**config.mk**
```make
export PLATFORM = sky130hd
export DESIGN_NAME = ascii_marker_frame_receiver_core
export DESIGN_NICKNAME = d
export VERILOG_FILES = /design/src/hw/rtl/amfr_pkg.sv /design/src/hw/rtl/amfr_jobq.sv /design/src/hw/rtl/amfr_front.sv /design/src/hw/rtl/amfr_back.sv /design/src/hw/rtl/ascii_marker_frame_receiver_core.sv
export SDC_FILE = /design/constraint.sdc
export NUM_CORES = 1
export LEC_CHECK = 0
export BUFFER_PORTS_ARGS = -buffer_cell sky130_fd_sc_hd__buf_2
export CORE_ASPECT_RATIO = 0.6
export CORE_MARGIN = 2
export CORE_UTILIZATION = 33
export CTS_CLUSTER_DIAMETER = 100
export DETAILED_ROUTE_END_ITERATION = 10
export PLACE_DENSITY_LB_ADDON = 0.2
export SLEW_MARGIN = 15
export SYNTH_ARGS = -nofsm -noshare
export SYNTH_HDL_FRONTEND = slang
export SYNTH_SLANG_ARGS = --single-unit
```
**constraint.sdc**
```tcl
create_clock -name i_clk -period 11.45 [get_ports i_clk]
set_clock_uncertainty 0.05 [all_clocks]
set_input_delay 1.7175 -clock i_clk [delete_from_list [all_inputs] [get_ports i_clk]]
set_output_delay 1.7175 -clock i_clk [all_outputs]
set_load 0.05 [all_outputs]
```
**src/hw/rtl/amfr_pkg.sv**
```systemverilog
// Shared types and constants of the marker frame receiver.
`timescale 1ns / 1ps

package amfr_pkg;

    // Frame store depth and the widest frame length it can hold.
    localparam int C_BUF_DEPTH     = 64;
    localparam int C_BUF_DEPTH_MAX = 64;
    localparam int C_LEN_W         = $clog2(C_BUF_DEPTH_MAX + 1);

    localparam int C_MIN_FRAME     = 10;
    localparam int C_PAY_FIRST     = 6;
    localparam int C_PAY_TAIL      = 5;
    localparam int C_JOBQ_DEPTH    = 2;

    localparam logic [15:0] C_TIMEOUT_RESET = 16'd15000;

    localparam logic C_OP_BYTE = 1'b0;
    localparam logic C_OP_TICK = 1'b1;

    localparam logic [1:0] C_KIND_ACK  = 2'd0;
    localparam logic [1:0] C_KIND_NAK  = 2'd1;
    localparam logic [1:0] C_KIND_DATA = 2'd2;

    localparam logic [7:0] C_CH_A = 8'h41;
    localparam logic [7:0] C_CH_B = 8'h42;
    localparam logic [7:0] C_CH_C = 8'h43;
    localparam logic [7:0] C_CH_E = 8'h45;
    localparam logic [7:0] C_CH_H = 8'h48;
    localparam logic [7:0] C_CH_K = 8'h4B;
    localparam logic [7:0] C_CH_M = 8'h4D;
    localparam logic [7:0] C_CH_O = 8'h4F;
    localparam logic [7:0] C_CH_S = 8'h53;
    localparam logic [7:0] C_CH_T = 8'h54;
    localparam logic [7:0] C_CH_X = 8'h58;

    typedef struct packed {
        logic       opcode;
        logic [7:0] byte_value;
    } t_in_item;

    typedef struct packed {
        logic [1:0] reply_kind;
        logic [7:0] payload_byte;
        logic       start_was_soh;
        logic       end_was_etb;
        logic       last;
    } t_out_item;

    // Work handed from the front to the back for one finished frame or timeout.
    typedef struct packed {
        logic               nak;
        logic [C_LEN_W-1:0] len;
        logic               soh;
        logic               etb;
    } t_job;

    typedef struct packed {
        logic               en;
        logic [C_LEN_W-1:0] addr;
        logic [7:0]         data;
    } t_mem_wr;

    typedef struct packed {
        logic done;
    } t_back_sts;

endpackage

```
**src/hw/rtl/amfr_jobq.sv**
```systemverilog
// Short job queue between the frame parser and the reply sequencer.
`timescale 1ns / 1ps

module amfr_jobq
    import amfr_pkg::*;
(
    input  logic i_clk,
    input  logic i_rst_n,
    input  logic i_push,
    input  t_job i_job,
    output logic o_full,
    input  logic i_pop,
    output t_job o_job,
    output logic o_empty
);

    localparam int PW = (C_JOBQ_DEPTH > 1) ? $clog2(C_JOBQ_DEPTH) : 1;
    localparam int NW = $clog2(C_JOBQ_DEPTH + 1);

    t_job          r_mem [C_JOBQ_DEPTH];
    logic [PW-1:0] r_wp, n_wp;
    logic [PW-1:0] r_rp, n_rp;
    logic [NW-1:0] r_cnt, n_cnt;

    assign o_job   = r_mem[r_rp];
    assign o_empty = (r_cnt == '0);
    assign o_full  = (r_cnt == NW'(C_JOBQ_DEPTH));

    always_comb begin
        n_wp  = r_wp;
        n_rp  = r_rp;
        n_cnt = r_cnt;
        if (i_push) begin
            n_wp = (r_wp == PW'(C_JOBQ_DEPTH - 1)) ? '0 : r_wp + PW'(1);
        end
        if (i_pop) begin
            n_rp = (r_rp == PW'(C_JOBQ_DEPTH - 1)) ? '0 : r_rp + PW'(1);
        end
        if (i_push && !i_pop) begin
            n_cnt = r_cnt + NW'(1);
        end else if (!i_push && i_pop) begin
            n_cnt = r_cnt - NW'(1);
        end
    end

    always_ff @(posedge i_clk) begin
        if (i_push) begin
            r_mem[r_wp] <= i_job;
        end
    end

    always_ff @(posedge i_clk) begin
        if (!i_rst_n) begin
            r_wp  <= '0;
            r_rp  <= '0;
            r_cnt <= '0;
        end else begin
            r_wp  <= n_wp;
            r_rp  <= n_rp;
            r_cnt <= n_cnt;
        end
    end

    a_no_overrun: assert property (@(posedge i_clk) disable iff (!i_rst_n)
        (o_full && !i_pop) |-> !i_push)
        else $error("job pushed into a full queue");

    a_no_underrun: assert property (@(posedge i_clk) disable iff (!i_rst_n)
        o_empty |-> !i_pop)
        else $error("job popped from an empty queue");

endmodule

```
**src/hw/rtl/amfr_front.sv**
```systemverilog
// Front part: marker matching, frame storage, LRC check and timeout.
`timescale 1ns / 1ps

module amfr_front
    import amfr_pkg::*;
#(
    parameter int BUF_DEPTH = C_BUF_DEPTH
)
(
    input  logic      i_clk,
    input  logic      i_rst_n,
    input  logic      i_accept,
    input  t_in_item  i_item,
    input  logic [15:0] i_timeout,
    input  logic      i_q_full,
    input  t_back_sts i_sts,
    output logic      o_full,
    output logic      o_job_push,
    output t_job      o_job,
    output t_mem_wr   o_wr
);

    localparam int CW = $clog2(BUF_DEPTH + 1);

    typedef enum logic [9:0] {
        S_IDLE = 10'b00_0000_0001,
        S_S    = 10'b00_0000_0010,
        S_SEC  = 10'b00_0000_0100,
        S_BODY = 10'b00_0000_1000,
        S_E    = 10'b00_0001_0000,
        S_ET   = 10'b00_0010_0000,
        S_ETX  = 10'b00_0100_0000,
        S_ETB  = 10'b00_1000_0000,
        S_A    = 10'b01_0000_0000,
        S_AC   = 10'b10_0000_0000
    } t_mstate;

    t_mstate       r_state, n_state;
    logic          r_soh, n_soh;
    logic [CW-1:0] r_cnt, n_cnt;
    logic [7:0]    r_xor, n_xor;
    logic [7:0]    r_id0, n_id0;
    logic [7:0]    r_id1, n_id1;
    logic [7:0]    r_id2, n_id2;
    logic          r_tmr_act, n_tmr_act;
    logic [15:0]   r_tmr_rem, n_tmr_rem;
    logic          r_disp_pend, n_disp_pend;

    logic [7:0]    c;
    t_mstate       m_next;
    logic          m_soh;
    logic          m_clr;
    logic          m_arm;
    logic          m_lrc;
    logic          store;
    logic [CW-1:0] base_cnt;
    logic [CW-1:0] inc_cnt;
    logic [7:0]    base_xor;
    logic          overflow;
    logic          id_reject;
    logic          is_nak;

    assign c      = i_item.byte_value;
    assign o_full = i_q_full || r_disp_pend;

    // Marker matcher: one step per received byte.
    always_comb begin
        m_next = r_state;
        m_soh  = r_soh;
        m_clr  = 1'b0;
        m_arm  = 1'b0;
        m_lrc  = 1'b0;
        unique case (r_state)
            S_IDLE: begin
                if (c == C_CH_S) begin
                    m_next = S_S;
                end else if (c == C_CH_A) begin
                    m_next = S_A;
                end
            end
            S_S: begin
                if (c == C_CH_T) begin
                    m_next = S_SEC;
                    m_soh  = 1'b0;
                end else if (c == C_CH_O) begin
                    m_next = S_SEC;
                    m_soh  = 1'b1;
                end else if (c == C_CH_S) begin
                    m_clr = 1'b1;
                end else begin
                    m_next = S_IDLE;
                end
            end
            S_SEC: begin
                if (c == (r_soh ? C_CH_H : C_CH_X)) begin
                    m_next = S_BODY;
                    m_arm  = 1'b1;
                end else if (c == C_CH_S) begin
                    m_next = S_S;
                    m_clr  = 1'b1;
                end else begin
                    m_next = S_IDLE;
                end
            end
            S_BODY: begin
                if (c == C_CH_E) begin
                    m_next = S_E;
                end
            end
            S_E: begin
                if (c == C_CH_T) begin
                    m_next = S_ET;
                end else if (c != C_CH_E) begin
                    m_next = S_BODY;
                end
            end
            S_ET: begin
                if (c == C_CH_X) begin
                    m_next = S_ETX;
                end else if (c == C_CH_B) begin
                    m_next = S_ETB;
                end else if (c == C_CH_E) begin
                    m_next = S_E;
                end else begin
                    m_next = S_BODY;
                end
            end
            S_ETX, S_ETB: begin
                m_lrc  = 1'b1;
                m_next = S_IDLE;
            end
            S_A: begin
                if (c == C_CH_C) begin
                    m_next = S_AC;
                end else if (c != C_CH_A) begin
                    m_next = S_IDLE;
                end
            end
            S_AC: begin
                // A completed idle sequence also lands here in idle, storing nothing.
                if (c == C_CH_A) begin
                    m_next = S_A;
                end else begin
                    m_next = S_IDLE;
                end
            end
            default: begin
                m_next = S_IDLE;
            end
        endcase
    end

    assign store    = m_lrc || !(m_next == S_IDLE || m_next == S_A || m_next == S_AC);
    assign base_cnt = m_clr ? '0 : r_cnt;
    assign base_xor = m_clr ? 8'h00 : r_xor;
    assign inc_cnt  = base_cnt + CW'(1);
    assign overflow = (inc_cnt == CW'(BUF_DEPTH));

    assign id_reject = (r_id0 == C_CH_M && r_id1 == C_CH_C && r_id2 == C_CH_T) ||
                       (r_id0 == C_CH_X && r_id1 == C_CH_X && r_id2 == C_CH_X);
    assign is_nak    = (inc_cnt < CW'(C_MIN_FRAME)) || (base_xor != c) || id_reject;

    always_comb begin
        n_state     = r_state;
        n_soh       = r_soh;
        n_cnt       = r_cnt;
        n_xor       = r_xor;
        n_id0       = r_id0;
        n_id1       = r_id1;
        n_id2       = r_id2;
        n_tmr_act   = r_tmr_act;
        n_tmr_rem   = r_tmr_rem;
        n_disp_pend = r_disp_pend && !i_sts.done;
        o_job_push  = 1'b0;
        o_job       = '0;
        o_wr        = '0;
        if (i_accept) begin
            if (i_item.opcode == C_OP_TICK) begin
                if (r_tmr_act) begin
                    if (r_tmr_rem <= 16'd1) begin
                        n_tmr_act  = 1'b0;
                        n_tmr_rem  = 16'd0;
                        n_state    = S_IDLE;
                        n_cnt      = '0;
                        n_xor      = 8'h00;
                        o_job_push = 1'b1;
                        o_job.nak  = 1'b1;
                    end else begin
                        n_tmr_rem = r_tmr_rem - 16'd1;
                    end
                end
            end else begin
                n_state = m_next;
                n_soh   = m_soh;
                if (m_arm) begin
                    n_tmr_act = 1'b1;
                    n_tmr_rem = i_timeout;
                end
                if (m_lrc) begin
                    n_tmr_act = 1'b0;
                end
                if (!store) begin
                    n_cnt = '0;
                    n_xor = 8'h00;
                end else begin
                    o_wr.en   = 1'b1;
                    o_wr.addr = C_LEN_W'(base_cnt);
                    o_wr.data = c;
                    if (base_cnt == CW'(3)) begin
                        n_id0 = c;
                    end
                    if (base_cnt == CW'(4)) begin
                        n_id1 = c;
                    end
                    if (base_cnt == CW'(5)) begin
                        n_id2 = c;
                    end
                    if (overflow) begin
                        n_state = S_IDLE;
                        n_cnt   = '0;
                        n_xor   = 8'h00;
                    end else if (m_lrc) begin
                        n_cnt      = '0;
                        n_xor      = 8'h00;
                        o_job_push = 1'b1;
                        o_job.nak  = is_nak;
                        o_job.len  = C_LEN_W'(inc_cnt);
                        o_job.soh  = r_soh;
                        o_job.etb  = (r_state == S_ETB);
                        if (!is_nak) begin
                            n_disp_pend = 1'b1;
                        end
                    end else begin
                        n_cnt = inc_cnt;
                        n_xor = base_xor ^ c;
                    end
                end
            end
        end
    end

    always_ff @(posedge i_clk) begin
        r_id0 <= n_id0;
        r_id1 <= n_id1;
        r_id2 <= n_id2;
    end

    always_ff @(posedge i_clk) begin
        if (!i_rst_n) begin
            r_state     <= S_IDLE;
            r_soh       <= 1'b0;
            r_cnt       <= '0;
            r_xor       <= 8'h00;
            r_tmr_act   <= 1'b0;
            r_tmr_rem   <= 16'd0;
            r_disp_pend <= 1'b0;
        end else begin
            r_state     <= n_state;
            r_soh       <= n_soh;
            r_cnt       <= n_cnt;
            r_xor       <= n_xor;
            r_tmr_act   <= n_tmr_act;
            r_tmr_rem   <= n_tmr_rem;
            r_disp_pend <= n_disp_pend;
        end
    end

    a_idle_empty: assert property (@(posedge i_clk) disable iff (!i_rst_n)
        (r_state == S_IDLE || r_state == S_A || r_state == S_AC) |-> (r_cnt == '0))
        else $error("frame bytes held outside a frame");

    a_one_dispatch: assert property (@(posedge i_clk) disable iff (!i_rst_n)
        r_disp_pend |-> !o_job_push)
        else $error("new job raised while a payload dispatch is outstanding");

endmodule

```
**src/hw/rtl/amfr_back.sv**
```systemverilog
// Back part: frame store and reply sequencer feeding the result register.
`timescale 1ns / 1ps

module amfr_back
    import amfr_pkg::*;
#(
    parameter int BUF_DEPTH = C_BUF_DEPTH
)
(
    input  logic      i_clk,
    input  logic      i_rst_n,
    input  t_mem_wr   i_wr,
    input  logic      i_q_empty,
    input  t_job      i_job,
    output logic      o_q_pop,
    input  logic      i_pop,
    output logic      o_empty,
    output t_out_item o_out,
    output t_back_sts o_sts
);

    localparam int AW = $clog2(BUF_DEPTH);

    typedef enum logic [2:0] {
        B_IDLE = 3'b001,
        B_WAIT = 3'b010,
        B_EMIT = 3'b100
    } t_bstate;

    logic [7:0]    r_mem [BUF_DEPTH];
    logic [7:0]    r_rd;

    t_bstate       r_state, n_state;
    logic [AW-1:0] r_addr, n_addr;
    logic [AW-1:0] r_last_idx, n_last_idx;
    logic          r_soh, n_soh;
    logic          r_etb, n_etb;
    logic          r_out_vld, n_out_vld;
    t_out_item     r_out, n_out;

    logic          slot_free;
    logic          out_load;
    logic          ack_last;

    assign o_empty   = !r_out_vld;
    assign o_out     = r_out;
    assign slot_free = !r_out_vld || i_pop;
    assign ack_last  = (i_job.len == C_LEN_W'(C_MIN_FRAME));

    // Frame store: written by the front, read one payload byte at a time.
    always_ff @(posedge i_clk) begin
        if (i_wr.en) begin
            r_mem[i_wr.addr[AW-1:0]] <= i_wr.data;
        end
        r_rd <= r_mem[r_addr];
    end

    always_comb begin
        n_state    = r_state;
        n_addr     = r_addr;
        n_last_idx = r_last_idx;
        n_soh      = r_soh;
        n_etb      = r_etb;
        n_out      = r_out;
        out_load   = 1'b0;
        o_q_pop    = 1'b0;
        o_sts.done = 1'b0;
        unique case (r_state)
            B_IDLE: begin
                if (!i_q_empty && slot_free) begin
                    o_q_pop  = 1'b1;
                    out_load = 1'b1;
                    n_out    = '0;
                    if (i_job.nak) begin
                        n_out.reply_kind = C_KIND_NAK;
                        n_out.last       = 1'b1;
                    end else begin
                        n_out.reply_kind = C_KIND_ACK;
                        n_out.last       = ack_last;
                        if (ack_last) begin
                            o_sts.done = 1'b1;
                        end else begin
                            n_addr     = AW'(C_PAY_FIRST);
                            n_last_idx = AW'(i_job.len - C_LEN_W'(C_PAY_TAIL));
                            n_soh      = i_job.soh;
                            n_etb      = i_job.etb;
                            n_state    = B_WAIT;
                        end
                    end
                end
            end
            B_WAIT: begin
                // The store read of the new address lands in r_rd this cycle.
                n_state = B_EMIT;
            end
            B_EMIT: begin
                if (slot_free) begin
                    out_load            = 1'b1;
                    n_out.reply_kind    = C_KIND_DATA;
                    n_out.payload_byte  = r_rd;
                    n_out.start_was_soh = r_soh;
                    n_out.end_was_etb   = r_etb;
                    n_out.last          = (r_addr == r_last_idx);
                    if (r_addr == r_last_idx) begin
                        o_sts.done = 1'b1;
                        n_state    = B_IDLE;
                    end else begin
                        n_addr  = r_addr + AW'(1);
                        n_state = B_WAIT;
                    end
                end
            end
            default: begin
                n_state = B_IDLE;
            end
        endcase
        n_out_vld = out_load || (r_out_vld && !i_pop);
    end

    always_ff @(posedge i_clk) begin
        r_addr     <= n_addr;
        r_last_idx <= n_last_idx;
        r_soh      <= n_soh;
        r_etb      <= n_etb;
        r_out      <= n_out;
    end

    always_ff @(posedge i_clk) begin
        if (!i_rst_n) begin
            r_state   <= B_IDLE;
            r_out_vld <= 1'b0;
        end else begin
            r_state   <= n_state;
            r_out_vld <= n_out_vld;
        end
    end

    a_addr_in_payload: assert property (@(posedge i_clk) disable iff (!i_rst_n)
        (r_state == B_EMIT || r_state == B_WAIT) |-> (r_addr <= r_last_idx))
        else $error("payload read ran past the last payload byte");

endmodule

```
**src/hw/rtl/ascii_marker_frame_receiver_core.sv**
```systemverilog
// Top level of the marker frame receiver: configuration register and part wiring.
`timescale 1ns / 1ps

// Each received byte or timer tick is taken by the parser, which matches the
// start and end markers, writes the frame store and checks the LRC. Timeouts
// and rejected frames leave as a single NAK through a two-entry job queue, so
// input keeps flowing while a reply waits in the result register. An accepted
// frame produces an ACK and then its payload bytes, if any, read from the frame
// store through a wait state and an emit state per byte; input is held off
// (full high) from the LRC byte until the last payload byte has entered the
// result register, and any output stall lengthens the hold-off. The timeout
// register may be written at any time the block is idle.

module ascii_marker_frame_receiver_core
    import amfr_pkg::*;
#(
    parameter int BUF_DEPTH = C_BUF_DEPTH
)
(
    input  logic        i_clk,
    input  logic        i_rst_n,
    input  logic        push,
    output logic        full,
    input  t_in_item    i_in,
    output logic        empty,
    input  logic        pop,
    output t_out_item   o_out,
    input  logic        i_cfg_valid,
    output logic        o_cfg_ready,
    input  logic [15:0] i_cfg_data
);

    logic [15:0] r_timeout;
    logic        accept;
    logic        q_full;
    logic        q_empty;
    logic        q_push;
    logic        q_pop;
    t_job        job_in;
    t_job        job_out;
    t_mem_wr     mem_wr;
    t_back_sts   back_sts;

    assign o_cfg_ready = 1'b1;
    assign accept      = push && !full;

    always_ff @(posedge i_clk) begin
        if (!i_rst_n) begin
            r_timeout <= C_TIMEOUT_RESET;
        end else if (i_cfg_valid && o_cfg_ready) begin
            r_timeout <= i_cfg_data;
        end
    end

    amfr_front #(
        .BUF_DEPTH (BUF_DEPTH)
    ) u_front (
        .i_clk      (i_clk),
        .i_rst_n    (i_rst_n),
        .i_accept   (accept),
        .i_item     (i_in),
        .i_timeout  (r_timeout),
        .i_q_full   (q_full),
        .i_sts      (back_sts),
        .o_full     (full),
        .o_job_push (q_push),
        .o_job      (job_in),
        .o_wr       (mem_wr)
    );

    amfr_jobq u_jobq (
        .i_clk   (i_clk),
        .i_rst_n (i_rst_n),
        .i_push  (q_push),
        .i_job   (job_in),
        .o_full  (q_full),
        .i_pop   (q_pop),
        .o_job   (job_out),
        .o_empty (q_empty)
    );

    amfr_back #(
        .BUF_DEPTH (BUF_DEPTH)
    ) u_back (
        .i_clk     (i_clk),
        .i_rst_n   (i_rst_n),
        .i_wr      (mem_wr),
        .i_q_empty (q_empty),
        .i_job     (job_out),
        .o_q_pop   (q_pop),
        .i_pop     (pop),
        .o_empty   (empty),
        .o_out     (o_out),
        .o_sts     (back_sts)
    );

endmodule

```
* Word-level counts from Yosys, hierarchy flattened
Memories as Yosys holds them, arrays and structs flattened. A register that Yosys moved wholly into a read port is not among the register bits. Cells that the tools add are included.
Storage, ports and cells: register bits after elaboration 119, memory bits (writable) 532, input port bits 30, output and inout bits 16, memories 2
Memory list:
- u_back.r_mem | words 64, width 8, rd ports 1, clocked after memory_dff 1, wr ports 1, line amfr_back.sv:30 | logic [7:0] r_mem [BUF_DEPTH];
- u_jobq.r_mem | words 2, width 10, rd ports 1, clocked after memory_dff 1, wr ports 1, line amfr_jobq.sv:20 | t_job r_mem [C_JOBQ_DEPTH];
Operators by class: $add $sub $neg 8, $lt $le $gt $ge 2, equal/unequal tests 48, muxes and demuxes 115, bitwise operators 4, reductions and logical operators 45
Operators by type and width (number):
- 2-to-1 mux 10 bit | 22
- == test 8 x 7 -> 1 bit, second input constant | 14
- 2-to-1 mux 16 bit | 7
- case mux 10 bit (8 select lines) | 1
- 2-to-1 mux 8 bit | 7
- 2-to-1 mux 7 bit | 7
- 2-to-1 mux 1 bit | 46
- 2-to-1 mux 6 bit | 5
- 2-to-1 mux 13 bit | 2
- case mux 13 bit (2 select lines) | 1
- AND reduction 4 bit | 6
- == test 10 x 1 -> 1 bit, second input constant | 2
- == test 10 bit, second input constant | 2
- == test 10 x 9 -> 1 bit, second input constant | 2
- 2-to-1 mux 9 bit | 2
- <= comparator 16 x 1 -> 1 bit, second input constant | 1
- inequality test 8 x 7 -> 1 bit, second input constant | 2
- subtractor 16 x 1 -> 16 bit, second input constant | 1
- == test 7 x 3 -> 1 bit, second input constant | 2
- 2-to-1 mux 3 bit | 4
- case mux 6 bit (2 select lines) | 1
- == test 10 x 2 -> 1 bit, second input constant | 1
- == test 10 x 3 -> 1 bit, second input constant | 1
- == test 10 x 4 -> 1 bit, second input constant | 1
- 39 further kinds | 82

* Logic depth before layout (Yosys ltp)
Gate-level depths: netlist of run 1.
depth after elaboration 17, gate-level depth with buffers 14, mapped depth without buffers 13

* Cells and area by module
From an unflattened synthesis of run 1, not the netlist that was laid out.
Unflattened totals: cells, all modules 1648, area total of the unflattened synthesis 27552.7 µm²
By module, submodules not included:
- amfr_back | instances 1, cells each 1035, area each 21697.1 µm², sequential area each 16425.8 µm²
- amfr_front | instances 1, cells each 506, area each 4302.9 µm², sequential area each 1601.5 µm²
- amfr_jobq | instances 1, cells each 53, area each 937.1 µm², sequential area each 700.7 µm²
- ascii_marker_frame_receiver_core | instances 1, cells each 54, area each 615.6 µm², sequential area each 320.3 µm²

* Worst setup path after synthesis of run 1
Ideal clock, no wire load.
path type input-to-reg, start in i_in[2] in the netlist's numbering, end mem u_back.r_mem[0][0] (data pin), library setup time 0.500 ns, arrival time 5.236 ns, required time 10.900 ns, setup slack 5.664 ns, stages on the path 9, buffers on the path 2, path through or4b_1 -> buf_2 -> or4_4 -> nand4_2 -> a21oi_2 -> nor3_4 -> o21ai_2 -> clkbuf_1 -> nor2_1
RTL lines:
- start: declaration | line ascii_marker_frame_receiver_core.sv:24 | input t_in_item i_in,
- end: declaration | line amfr_back.sv:30

* Worst setup path after layout of run 1
start in i_in[2] in the netlist's numbering, end mem u_jobq.r_mem[0][8] in the netlist's numbering (enable)
On the way: cells in the longest elaborated chain, start to end 15, elaborated cells between the ends (all ways) 49
RTL lines:
- parallel branches: the longest is 10 deep, another holds adder 7 x 1 -> 7 bit
- 2-to-1 mux 1 bit (*) | line amfr_front.sv:202 | if (!store) begin
- 2-to-1 mux 1 bit (*) | line amfr_front.sv:178 | if (i_item.opcode == C_OP_TICK) begin
- 2-to-1 mux 1 bit (*) | line amfr_front.sv:177 | if (i_accept) begin
- 2-to-1 mux 1 bit (*) | line amfr_jobq.sv:47 | if (i_push) begin
- 2-to-1 mux 1 bit (implied by the code) (*) | line amfr_jobq.sv:48 | r_mem[r_wp] <= i_job;
- end: declaration | line amfr_jobq.sv:20
Every way passes the cells marked *.

==> out/results.ini, run 1 <==
[run_status]
status = finished, final reports clean

[routing]
wl_per_cell_um = 25.07
ant_nets = 0
drt_iter0_drc = 1691
drc_errors = 0
via_per_inst = 5.419
firstDrtPassIters = 5
vias = 16130
routed_wirelength_um = 74620

[sta]
slew_viol_final = 0
finalSetupTns_ns = 0
period_share = 0.5098
final-hold-violation-count = 0
fmax_ghz = 0.1713
post-route-min-period_ns = 5.837
rsz0062_at_grt = false
worst_pin_slew_ns = 1.167
finalSetupViolCount = 0
relSlewSlack = 0.2155

[floorplanning]
io_pins = 46
row_count = 81
die_h_um = 227.5
initial_core_util = 0.3352
core_area_sq_um = 81990
fp.dieArea_sq_um = 85680
fp.dieW_um = 376.6

[synthesis]
synth.distinct_cells = 72
ys_dominant_reg_cell = edfxtp_1
synth_top_area_share = 0.6370
syn_area_sq_um = 27480
synth_area_leader_cell = edfxtp_1
synth_edf_count = 583
ys_top_cells_by_area = edfxtp_1 64%, mux4_2 5.9%, dfxtp_1 5.6%, mux2i_1 4.3%, a21oi_1 1.8%
ys_seq_elements = 660
yosysSeqAreaShare = 0.6931
yosys_warnings = 0
syn_inst = 1814
synth_async_sr_flop_share = 0
syn_area_per_cell_sq_um = 15.15
synth.net_count = 1853

[worst_setup_path]
cp_slowest_cell = nor2b_1
crit_path_cell_trace = buf_2 -> or4b_1 -> nor4_2 -> nand3_1 -> nand2_1 -> inv_1 -> ha_1 -> nand4_1 -> o31ai_1 -> a21oi_1 -> nor2b_1
startpoint_type = input port
cp-end-kind = register
arrival_ns = 6.03
cpPeakStageDelay_ns = 0.77
critPathKind = in2reg
crit_fanout = 19
critPathRequiredTime_ns = 11.65

[pwr]
p_total_mw = 5.427
vdd_drop_max_mv = 0.08704
leakage_nw = 11.19
power_density_nw_per_um2 = 174.3

[global_routing]
grt_first_pass_wirelength_um = 108900
grt-ovfl-total = 0
grt_usage = 0.1756
grt_max_degree = 109
antenna_found_initial = 4
grt_pass1_vias = 15680

[layout]
drive_gt1_frac = 0.1828
final_cells = 2977
final_util = 0.3797
fill_cells = 7533
area_growth_pct = 13.28
finalNetCount = 1889
antenna_cells = 0

[min_path]
worstHoldPathType = reg2reg

[clocking]
cts_hold_buf = 0
cts_tree = yes
cts_buffers = 66
cts.repair.resized = 0
clock_latency_ns = 0.63
postCtsSetupRepairBufs = 0
cts_sinks = 660
clk_path_buf_depth = 3
htreeDepth = 3
clk_pin_slew_worst_paths_ns = 0.06
cts.root.buffer_cell = clkbuf_16

[placement]
dp_cells = 2861
hpwl_um = 47600
place.gp.congestion = 0.8782
numPortBuffers = 44

[job]
cap_violations = 0

==> where the power goes <==
part	internal, mW	switching (mW)
Sequential	2.65	0.0385
Combinational	0.224	0.423
Clock	1.16	0.938
==> worst paths after layout <==
kind	cells past startpoint	slack (ns)	start	endpoint
min reg2reg	2	0.43	u_front.r_tmr_rem[11]	u_front.r_tmr_rem[11]
max reg2reg	10	6.36	u_front.r_state[4]	u_jobq.r_mem[0][8]
max	11	5.61	i_in[2]	u_jobq.r_mem[0][8]
min	2	0.43	u_front.r_tmr_rem[11]	u_front.r_tmr_rem[11]
==> final cells by class <==
class | count | area (sq um) | share of cell area
multi-input cells | 1007 | 8046 | 0.2584
repair buffers | 85 | 540.5 | 0.01736
clock buffers | 79 | 1732 | 0.05562
clock inverters | 37 | 305.3 | 0.009805
inverters | 30 | 112.6 | 0.003617
well taps | 1079 | 1350 | 0.04336
flip-flops and latches | 660 | 19050 | 0.6118
==> kinds of logic (layout without fill, tap and decap cells) <==
| family | Yosys count | after routing | share of synthesized area |
|---|---|---|---|
| muxes | 224 | 224 | 0.1160 |
| xor gates and xnor gates | 36 | 36 | 0.01147 |
| buffers and inverters | 147 | 231 | 0.02126 |
| other | 1 | 1 | 0.0001364 |
| and+or+nand+nor | 435 | 435 | 0.08509 |
| adders and majority gates | 9 | 9 | 0.004097 |
| AOI/OAI and AO/OA | 302 | 302 | 0.06893 |
| DFF | 660 | 660 | 0.6931 |
==> layout by cell type (no fill, tap or decap), types with 33 or more instances in the layout <==
cell type	n
buf_2	44
o22ai_1	34
mux2_2	35
o221ai_1	33
o21ai_0	62
dfxtp_1	77
clkbuf_16	67
a21oi_1	98
buf_4	40
mux2i_1	117
edfxtp_1	583
nor2_1	106
nand2_1	96
mux4_2	72
==> per-stage QoR <==
stage | cell area [sq um] | setup WS, ns | hold slack [ns]
4_1_cts | 31090 | 5.719 | 0.4254
6_report | 31130 | 5.613 | 0.4273
3_5_place_dp | 29050 | 5.042 | 0.4136
5_1_grt | 31130 | 5.178 | 0.4468
3_3_place_gp | 29050 | 5.205 | 0.3987
2_1_floorplan | 27480 | 5.664 | 0.3872
==> Yosys cell counts (10+ instances only) <==
cell type / count
nand3_1: 19
nor2b_1: 16
inv_1: 30
o221ai_1: 33
nor3_1: 37
nor4_1: 30
buf_1: 20
nand2b_1: 21
and2_1: 18
nor4_2: 19
edfxtp_1: 583
xnor2_1: 18
mux2_2: 35
clkbuf_1: 85
nor2_1: 114
o211ai_1: 19
or3_1: 10
mux2i_1: 117
nand4_1: 10
o21ai_0: 62
nand2_1: 96
a21oi_1: 99
xor2_1: 18
dfxtp_1: 77
o22ai_1: 34
mux4_2: 72
==> layer usage <==
metal / global-route usage / share of wire / up-vias
li1: - / - / 7189
met1: 0.2767 / 0.50 / 8195
met2: 0.2228 / 0.38 / 658
met3: 0.06074 / 0.098 / 87
met4: 0.04568 / 0.015 / 2
met5: 0 / 0.00017 / -
==> worst max-delay path: cells and delay by family <==
family | cells | cell delay, ns
AOI/OAI and AO/OA | 2 | 0.48
buffers and inverters | 2 | 0.37
and+or+nand+nor | 6 | 3.13
adders and majority gates | 1 | 0.33
==> sequential cells by signal (all words and copies together) (netlist names), 8 cells and up, named ones only <==
register           flops
u_back.r_mem         512
u_jobq.r_mem          20
r_timeout             16
u_front.r_tmr_rem     16
u_back.o_out          13
u_front.r_state       10
u_back.r_rd            8
u_front.r_id0          8
u_front.r_id1          8
u_front.r_id2          8
u_front.r_xor          8
No activity file was read; power rests on OpenSTA's default activity.
==> inputs of run 2 (changes only) <==
Clock period 11.45 ns to 5.9 ns, I/O delays scaled along.
==> run 2 against run 1 <==
Effect of this change: critical path depth increased by 1; clock-buffer cell count up 12; flip-flop and latch count unchanged; clock power up 88%; highest routed layer is now met4; final cell count is 1.2% higher; wire length decreased by 0.24%; global-route usage is 0.16 points lower; worst hold slack got worse by 0.015 ns; sequential share of layout area fell by 0.53 points; power rose by 92%; sequential power increased by 94%; combinational power increased by 95%.
==> out/results.ini, run 2 (synthesis results as in run 1) <==
[run_status]
status = finished, final reports clean  ; unchanged

[global_routing]
grt-ovfl-total = 0  ; unchanged
antenna_found_initial = 2  ; was 4
met2_usage = 0.2322  ; was 0.2228
grt_first_pass_wirelength_um = 109300  ; was 108,900 um
groute.layer.met1.usage = 0.2845  ; was 0.2767
grt_max_degree = 119  ; was 109
top_usage_layer = met1  ; unchanged
grt_usage = 0.1740  ; was 0.1756
grt_pass1_vias = 15580  ; was 15,680
grt_use_met3 = 0.03906  ; was 0.06074

[worst_setup_path]
crit_path_cell_trace = buf_2 -> or4b_1 -> nor4_2 -> nand3_1 -> buf_4 -> nand2_1 -> inv_1 -> ha_1 -> nand4_1 -> o31ai_1 -> a21oi_1 -> nor2b_1  ; was buf_2 -> or4b_1 -> nor4_2 -> nand3_1 -> nand2_1 -> inv_1 -> ha_1 -> nand4_1 -> o31ai_1 -> a21oi_1 -> nor2b_1
cp-endpoint = u_jobq.r_mem[0][3]  ; was u_jobq.r_mem[0][8]
cp_slowest_cell = nor2b_1  ; unchanged
critPathKind = in2reg  ; unchanged
worst-r2r-cell-count = 11  ; was 10
arrival_ns = 4.49  ; was 6.03 ns
r2r_slack_ns = 1.67  ; was 6.36 ns
startpoint_type = input port  ; unchanged
cp-end-kind = register  ; unchanged
r2r_end = u_jobq.r_mem[0][3]  ; was u_jobq.r_mem[0][8]
cp.buffers_inverters = 3  ; was 2
cp-startpoint = i_in[2]  ; unchanged
cpPeakStageDelay_ns = 0.72  ; was 0.77 ns
critPathRequiredTime_ns = 6.10  ; was 11.65 ns
crit_fanout = 19  ; unchanged
timing.rr.start = u_front.r_state[4]  ; unchanged
crit_family = simple AND/OR/NAND/NOR gates  ; unchanged
cp.depth = 12  ; was 11

[clocking]
cts_hold_buf = 0  ; unchanged
htreeDepth = 2  ; was 3
cts_buffers = 61  ; was 66
clock_latency_ns = 0.64  ; was 0.63 ns
postCtsSetupRepairBufs = 0  ; unchanged
cts_sinks = 660  ; unchanged
cts_tree = yes  ; unchanged
clk_pin_slew_worst_paths_ns = 0.07  ; was 0.06 ns
cts.repair.resized = 0  ; unchanged
clk_path_buf_depth = 3  ; unchanged
cts.root.buffer_cell = clkbuf_16  ; unchanged

[layout]
fill_cells = 7554  ; was 7,533
mostFrequentLayoutCells = 583 x edfxtp_1, 117 x mux2i_1, 106 x nor2_1  ; unchanged
top_register = u_back.r_mem  ; unchanged
area_growth_pct = 14.27  ; was 13.28%
largest_reg_flops = 512  ; unchanged
finalNetCount = 1923  ; was 1,889
final_cells = 3014  ; was 2,977
multi_input_area_sq_um = 7994  ; was 8046 sq um
reg_top3 = u_back.r_mem: 512 flops, u_jobq.r_mem: 20 flops  ; unchanged
layout_commonest_cell = edfxtp_1  ; unchanged
drive_gt1_frac = 0.1964  ; was 0.1828
ff_latch_area_sq_um = 19050  ; unchanged
antenna_cells = 0  ; unchanged

[job]
cap_violations = 0  ; unchanged

[placement]
hpwl_um = 48600  ; was 47,600 um
numPortBuffers = 44  ; unchanged
dp_cells = 2900  ; was 2,861
place.gp.congestion = 0.8313  ; was 0.8782

[floorplanning]
io_pins = 46  ; unchanged
fp.dieW_um = 376.6  ; unchanged
core_area_sq_um = 81990  ; unchanged
die_h_um = 227.5  ; unchanged
fp.dieArea_sq_um = 85680  ; unchanged
row_count = 81  ; unchanged
initial_core_util = 0.3352  ; unchanged

[sta]
fmax_ghz = 0.2331
worst_pin_slew_ns = 1.112  ; was 1.167 ns
post-route-min-period_ns = 4.291
holdWs_ns = 0.4118  ; was 0.4273 ns
rsz0062_at_grt = false  ; unchanged
final-hold-violation-count = 0  ; unchanged
period_share = 0.7272
relSlewSlack = 0.2524  ; was 0.2155
slew_viol_final = 0  ; unchanged
finalSetupTns_ns = 0  ; unchanged
finalSetupViolCount = 0  ; unchanged

[routing]
firstDrtPassIters = 5  ; unchanged
drc_errors = 0  ; unchanged
drt_iter0_drc = 1563  ; was 1,691
routed_wirelength_um = 74440  ; was 74,620 um
wl_per_cell_um = 24.70  ; was 25.07 um
via_per_inst = 5.374  ; was 5.419
vias = 16200  ; was 16,130
ant_nets = 0  ; unchanged

[pwr]
power_density_nw_per_um2 = 331.5  ; was 174.3 nW/um^2
vdd_drop_max_mv = 0.2202  ; was 0.08704 mV
p_total_mw = 10.41  ; was 5.427 mW
leakage_nw = 11.42  ; was 11.19 nW

[min_path]
worstHoldPathType = in2reg  ; was reg2reg

## run 2: cell count changes in the layout (fill, tap and decap cells not counted), moves of 6 or more
cell	change
buf_4	+33
clkbuf_8	+10
clkinv_1	-7
nor3_1	+7
nor3_2	-7
buf_12	+6
## run 2: per-stage QoR
step                      setup slack (ns)  area [sq um]    util
after global placement               1.071         29410  0.3587
after global routing                 1.264         31410  0.3830
after detailed placement            0.9706         29410  0.3587
after floorplan                     0.9462         27480       -
after CTS                            1.636         31410  0.3830
final                                1.609         31410  0.3830
## run 2: tightest hold or removal path, delay by kind of cell
family                 cells  cell delay [ns]
muxes                      1             0.06
and+or+nand+nor            1             0.06
buffers and inverters      1             0.08
## run 2: power by group
group          internal [mW]  total [mW]  switching [mW]  leakage, nW
sequential              5.14        5.22          0.0801         7.00
clock                   2.19        3.93            1.74        0.994
combinational          0.431        1.26           0.831         3.43
## run 2: how the worst min path moves through the flow
stage | slack (ns) | to | from | cells past startpoint
floorplan | 0.39 | u_back.r_state[2] | u_back.r_state[0] | 1
global placement | 0.41 | u_back.r_state[2] | u_back.r_state[0] | 1
detailed placement | 0.41 | r_timeout[12] | r_timeout[12] | 2
CTS | 0.37 | r_timeout[3] | i_cfg_data[3] | 3
global route | 0.39 | r_timeout[12] | i_cfg_data[12] | 3
finish | 0.41 | r_timeout[3] | i_cfg_data[3] | 3
## run 2: area by class of cell
type / count / share of cell area
clock inverters: 23 / 0.005020
well taps: 1079 / 0.04299
inverters: 30 / 0.003586
multi-input cells: 1007 / 0.2545
clock buffers: 91 / 0.05841
flip-flops and latches: 660 / 0.6065
repair buffers: 124 / 0.02892
## run 2: layer usage
layer  wire [um]  vias up
li1            -     7249
met1       38310     8356
met2       29500      519
met3        5768       72
met4         864        0
met5           0        -
==> inputs of run 3 (changes only) <==
Clock period 5.9 ns to 4.2 ns, I/O delays scaled along.
==> run 3 against run 2 <==
Effect of this change: clock-buffer cell count decreased by 9; sequential power increased by 40%; power increased by 47%; worst hold slack got worse by 0.23 ns; combinational power increased by 43%; setup slack got worse by 0.99 ns; first-iteration DRC count increased by 19%; utilization increased by 1.0 points; clock power increased by 57%; largest power group unchanged.
==> out/results.ini, run 3 (synthesis results as in run 1) <==
[worst_setup_path]
r2r_slack_ns = 0.62  ; was 1.67 ns
arrival_ns = 3.86  ; was 4.49 ns
r2r_end = u_back.r_mem[44][0]  ; was u_jobq.r_mem[0][3]
cp-startpoint = u_front.r_state[4]  ; was i_in[2]
worst-r2r-cell-count = 10  ; was 11
timing.rr.start = u_front.r_state[4]  ; unchanged
startpoint_type = register  ; was input port
crit_fanout = 34  ; was 19
cp-end-kind = register  ; unchanged
cp-endpoint = u_back.r_mem[44][0]  ; was u_jobq.r_mem[0][3]
critPathRequiredTime_ns = 4.48  ; was 6.10 ns
critPathKind = reg2reg  ; was in2reg

[pwr]
p_total_mw = 15.30  ; was 10.41 mW
swShare = 0.2541  ; was 0.2544
p_seq_frac = 0.479  ; was 0.501
combPwrFrac = 0.118  ; was 0.121
power_density_nw_per_um2 = 474.8  ; was 331.5 nW/um^2
vdd_drop_max_mv = 0.2500  ; was 0.2202 mV
intPower_mw = 11.41  ; was 7.763 mW
p_clk_frac = 0.403  ; was 0.378
leakage_nw = 11.84  ; was 11.42 nW
switching_power_mw = 3.888  ; was 2.649 mW

[placement]
numPortBuffers = 44  ; unchanged
place_ws_ns = 0.1575  ; was 0.9706 ns
hpwl_um = 50070  ; was 48,600 um
place.gp.congestion = 0.8412  ; was 0.8313

[layout]
antenna_cells = 0  ; unchanged
mostFrequentLayoutCells = 583 x edfxtp_1, 120 x buf_4, 117 x mux2i_1  ; was 583 x edfxtp_1, 117 x mux2i_1, 106 x nor2_1
reg_top3 = u_back.r_mem: 512 flops, u_jobq.r_mem: 20 flops  ; unchanged
drive_gt1_frac = 0.2277  ; was 0.1964
layout_commonest_cell = edfxtp_1  ; unchanged
fill_cells = 7500  ; was 7,554
largest_reg_flops = 512  ; unchanged
finalNetCount = 1986  ; was 1,923
area_growth_pct = 17.27  ; was 14.27%
top_register = u_back.r_mem  ; unchanged

[clocking]
cts_hold_buf = 0  ; unchanged
htreeDepth = 3  ; was 2
clk_pin_slew_worst_paths_ns = 0.07  ; about the same
clk_path_buf_depth = 3  ; unchanged
cts.repair.resized = 0  ; unchanged
cts_tree = yes  ; unchanged
postCtsSetupRepairBufs = 0  ; unchanged
cts_sinks = 660  ; unchanged
cts_buffers = 67  ; was 61
cts.root.buffer_cell = clkbuf_16  ; unchanged
clock_latency_ns = 0.61  ; was 0.64 ns

[sta]
slew_viol_final = 0  ; unchanged
finalSetupTns_ns = 0  ; unchanged
period_share = 0.8525
finalSetupViolCount = 0  ; unchanged
relSlewSlack = 0.4179  ; was 0.2524
worst_pin_slew_ns = 0.8731  ; was 1.112 ns
final-hold-violation-count = 0  ; unchanged
finalWorstSetupSlack_ns = 0.6197  ; was 1.609 ns
fmax_ghz = 0.2793
post-route-min-period_ns = 3.580
rsz0062_at_grt = false  ; unchanged

[global_routing]
grt_max_degree = 75  ; was 119
antenna_found_initial = 2  ; unchanged
grt_usage = 0.1774  ; was 0.1740
grt_pass1_vias = 16220  ; was 15,580
grt_first_pass_wirelength_um = 111000  ; was 109,300 um
grt-ovfl-total = 0  ; unchanged

[routing]
via_per_inst = 5.354  ; was 5.374
ant_nets = 0  ; unchanged
wl_per_cell_um = 24.40  ; was 24.70 um
drc_errors = 0  ; unchanged
drt_iter0_drc = 1853  ; was 1,563
firstDrtPassIters = 5  ; unchanged
vias = 16480  ; was 16,200
routed_wirelength_um = 75090  ; was 74,440 um

[floorplanning]
core_area_sq_um = 81990  ; unchanged
fp.dieW_um = 376.6  ; unchanged
die_h_um = 227.5  ; unchanged
row_count = 81  ; unchanged
io_pins = 46  ; unchanged
fp.dieArea_sq_um = 85680  ; unchanged
initial_core_util = 0.3352  ; unchanged

[run_status]
status = finished, final reports clean  ; unchanged

[min_path]
worstHoldPathType = in2reg  ; unchanged

[job]
cap_violations = 0  ; unchanged

-- run 3: changes by cell type in the layout (fill, tap and decap cells not counted), moves of 2 or more --
cell        delta
buf_4         +47
clkinvlp_4    +11
buf_12        +10
clkbuf_1       -9
bufinv_16      +6
clkbuf_16      +3
clkbuf_8       -3
clkinv_1       -3
inv_6          +2
-- run 3: worst max-delay path, stage by stage (launching register included) --
cell and delay (ns):
dfxtp_1 0.36, or4_1 0.62, nor3_1 0.48, a22o_1 0.22
o2bb2ai_1 0.16, nor3_4 0.26, buf_4 0.26, o21ai_4 0.07
buf_12 0.20, nor4_2 0.34, buf_4 0.22
-- run 3: worst min path at each step --
stage,startpoint,to,slack [ns],cells after the start
finish,i_cfg_data[3],r_timeout[3],0.18,3
global route,i_cfg_data[7],r_timeout[7],0.16,3
CTS,i_cfg_data[7],r_timeout[7],0.12,3
detailed placement,u_back.r_state[0],u_back.r_state[2],0.42,1
global placement,u_back.r_state[0],u_back.r_state[2],0.40,1
floorplan,u_back.r_state[0],u_back.r_state[2],0.39,1
-- run 3: area by class of cell --
cell class,count,area (sq um),area share
well taps,1079,1350,0.04189
clock buffers,82,1834,0.05691
clock inverters,38,420.4,0.01304
inverters,30,112.6,0.003494
multi-input cells,1007,8003,0.2483
repair buffers,181,1461,0.04534
flip-flops and latches,660,19050,0.5910
-- run 3: per-stage QoR --
step / cells / utilization / hold slack, ns / cell area, sq um
floorplan: 1814 / - / 0.3872 / 27480
global placement: 2957 / 0.3655 / 0.4004 / 29970
detailed placement: 2957 / 0.3655 / 0.4150 / 29970
CTS: 3077 / 0.3930 / 0.1241 / 32220
global route: 3077 / 0.3931 / 0.1600 / 32230
finish: 3077 / 0.3931 / 0.1804 / 32230
-- run 3: layer usage --
layer	share of wire	track usage	wire [um]	vias up
met5	0	0	0	-
met4	0.016	0.04323	1190	0
li1	-	-	-	7362
met1	0.51	0.2863	38410	8507
met2	0.40	0.2376	30000	530
met3	0.073	0.03679	5496	76
-- run 3: power groups by stage --
stage / combinational, mW / sequential, mW / clock, mW
after floorplan: 1.08 / 7.59 / 0
after global routing: 1.93 / 7.34 / 6.60
after CTS: 1.81 / 7.33 / 6.34
after detailed placement: 1.80 / 7.47 / 0
final: 1.80 / 7.33 / 6.17
after global placement: 1.80 / 7.47 / 0
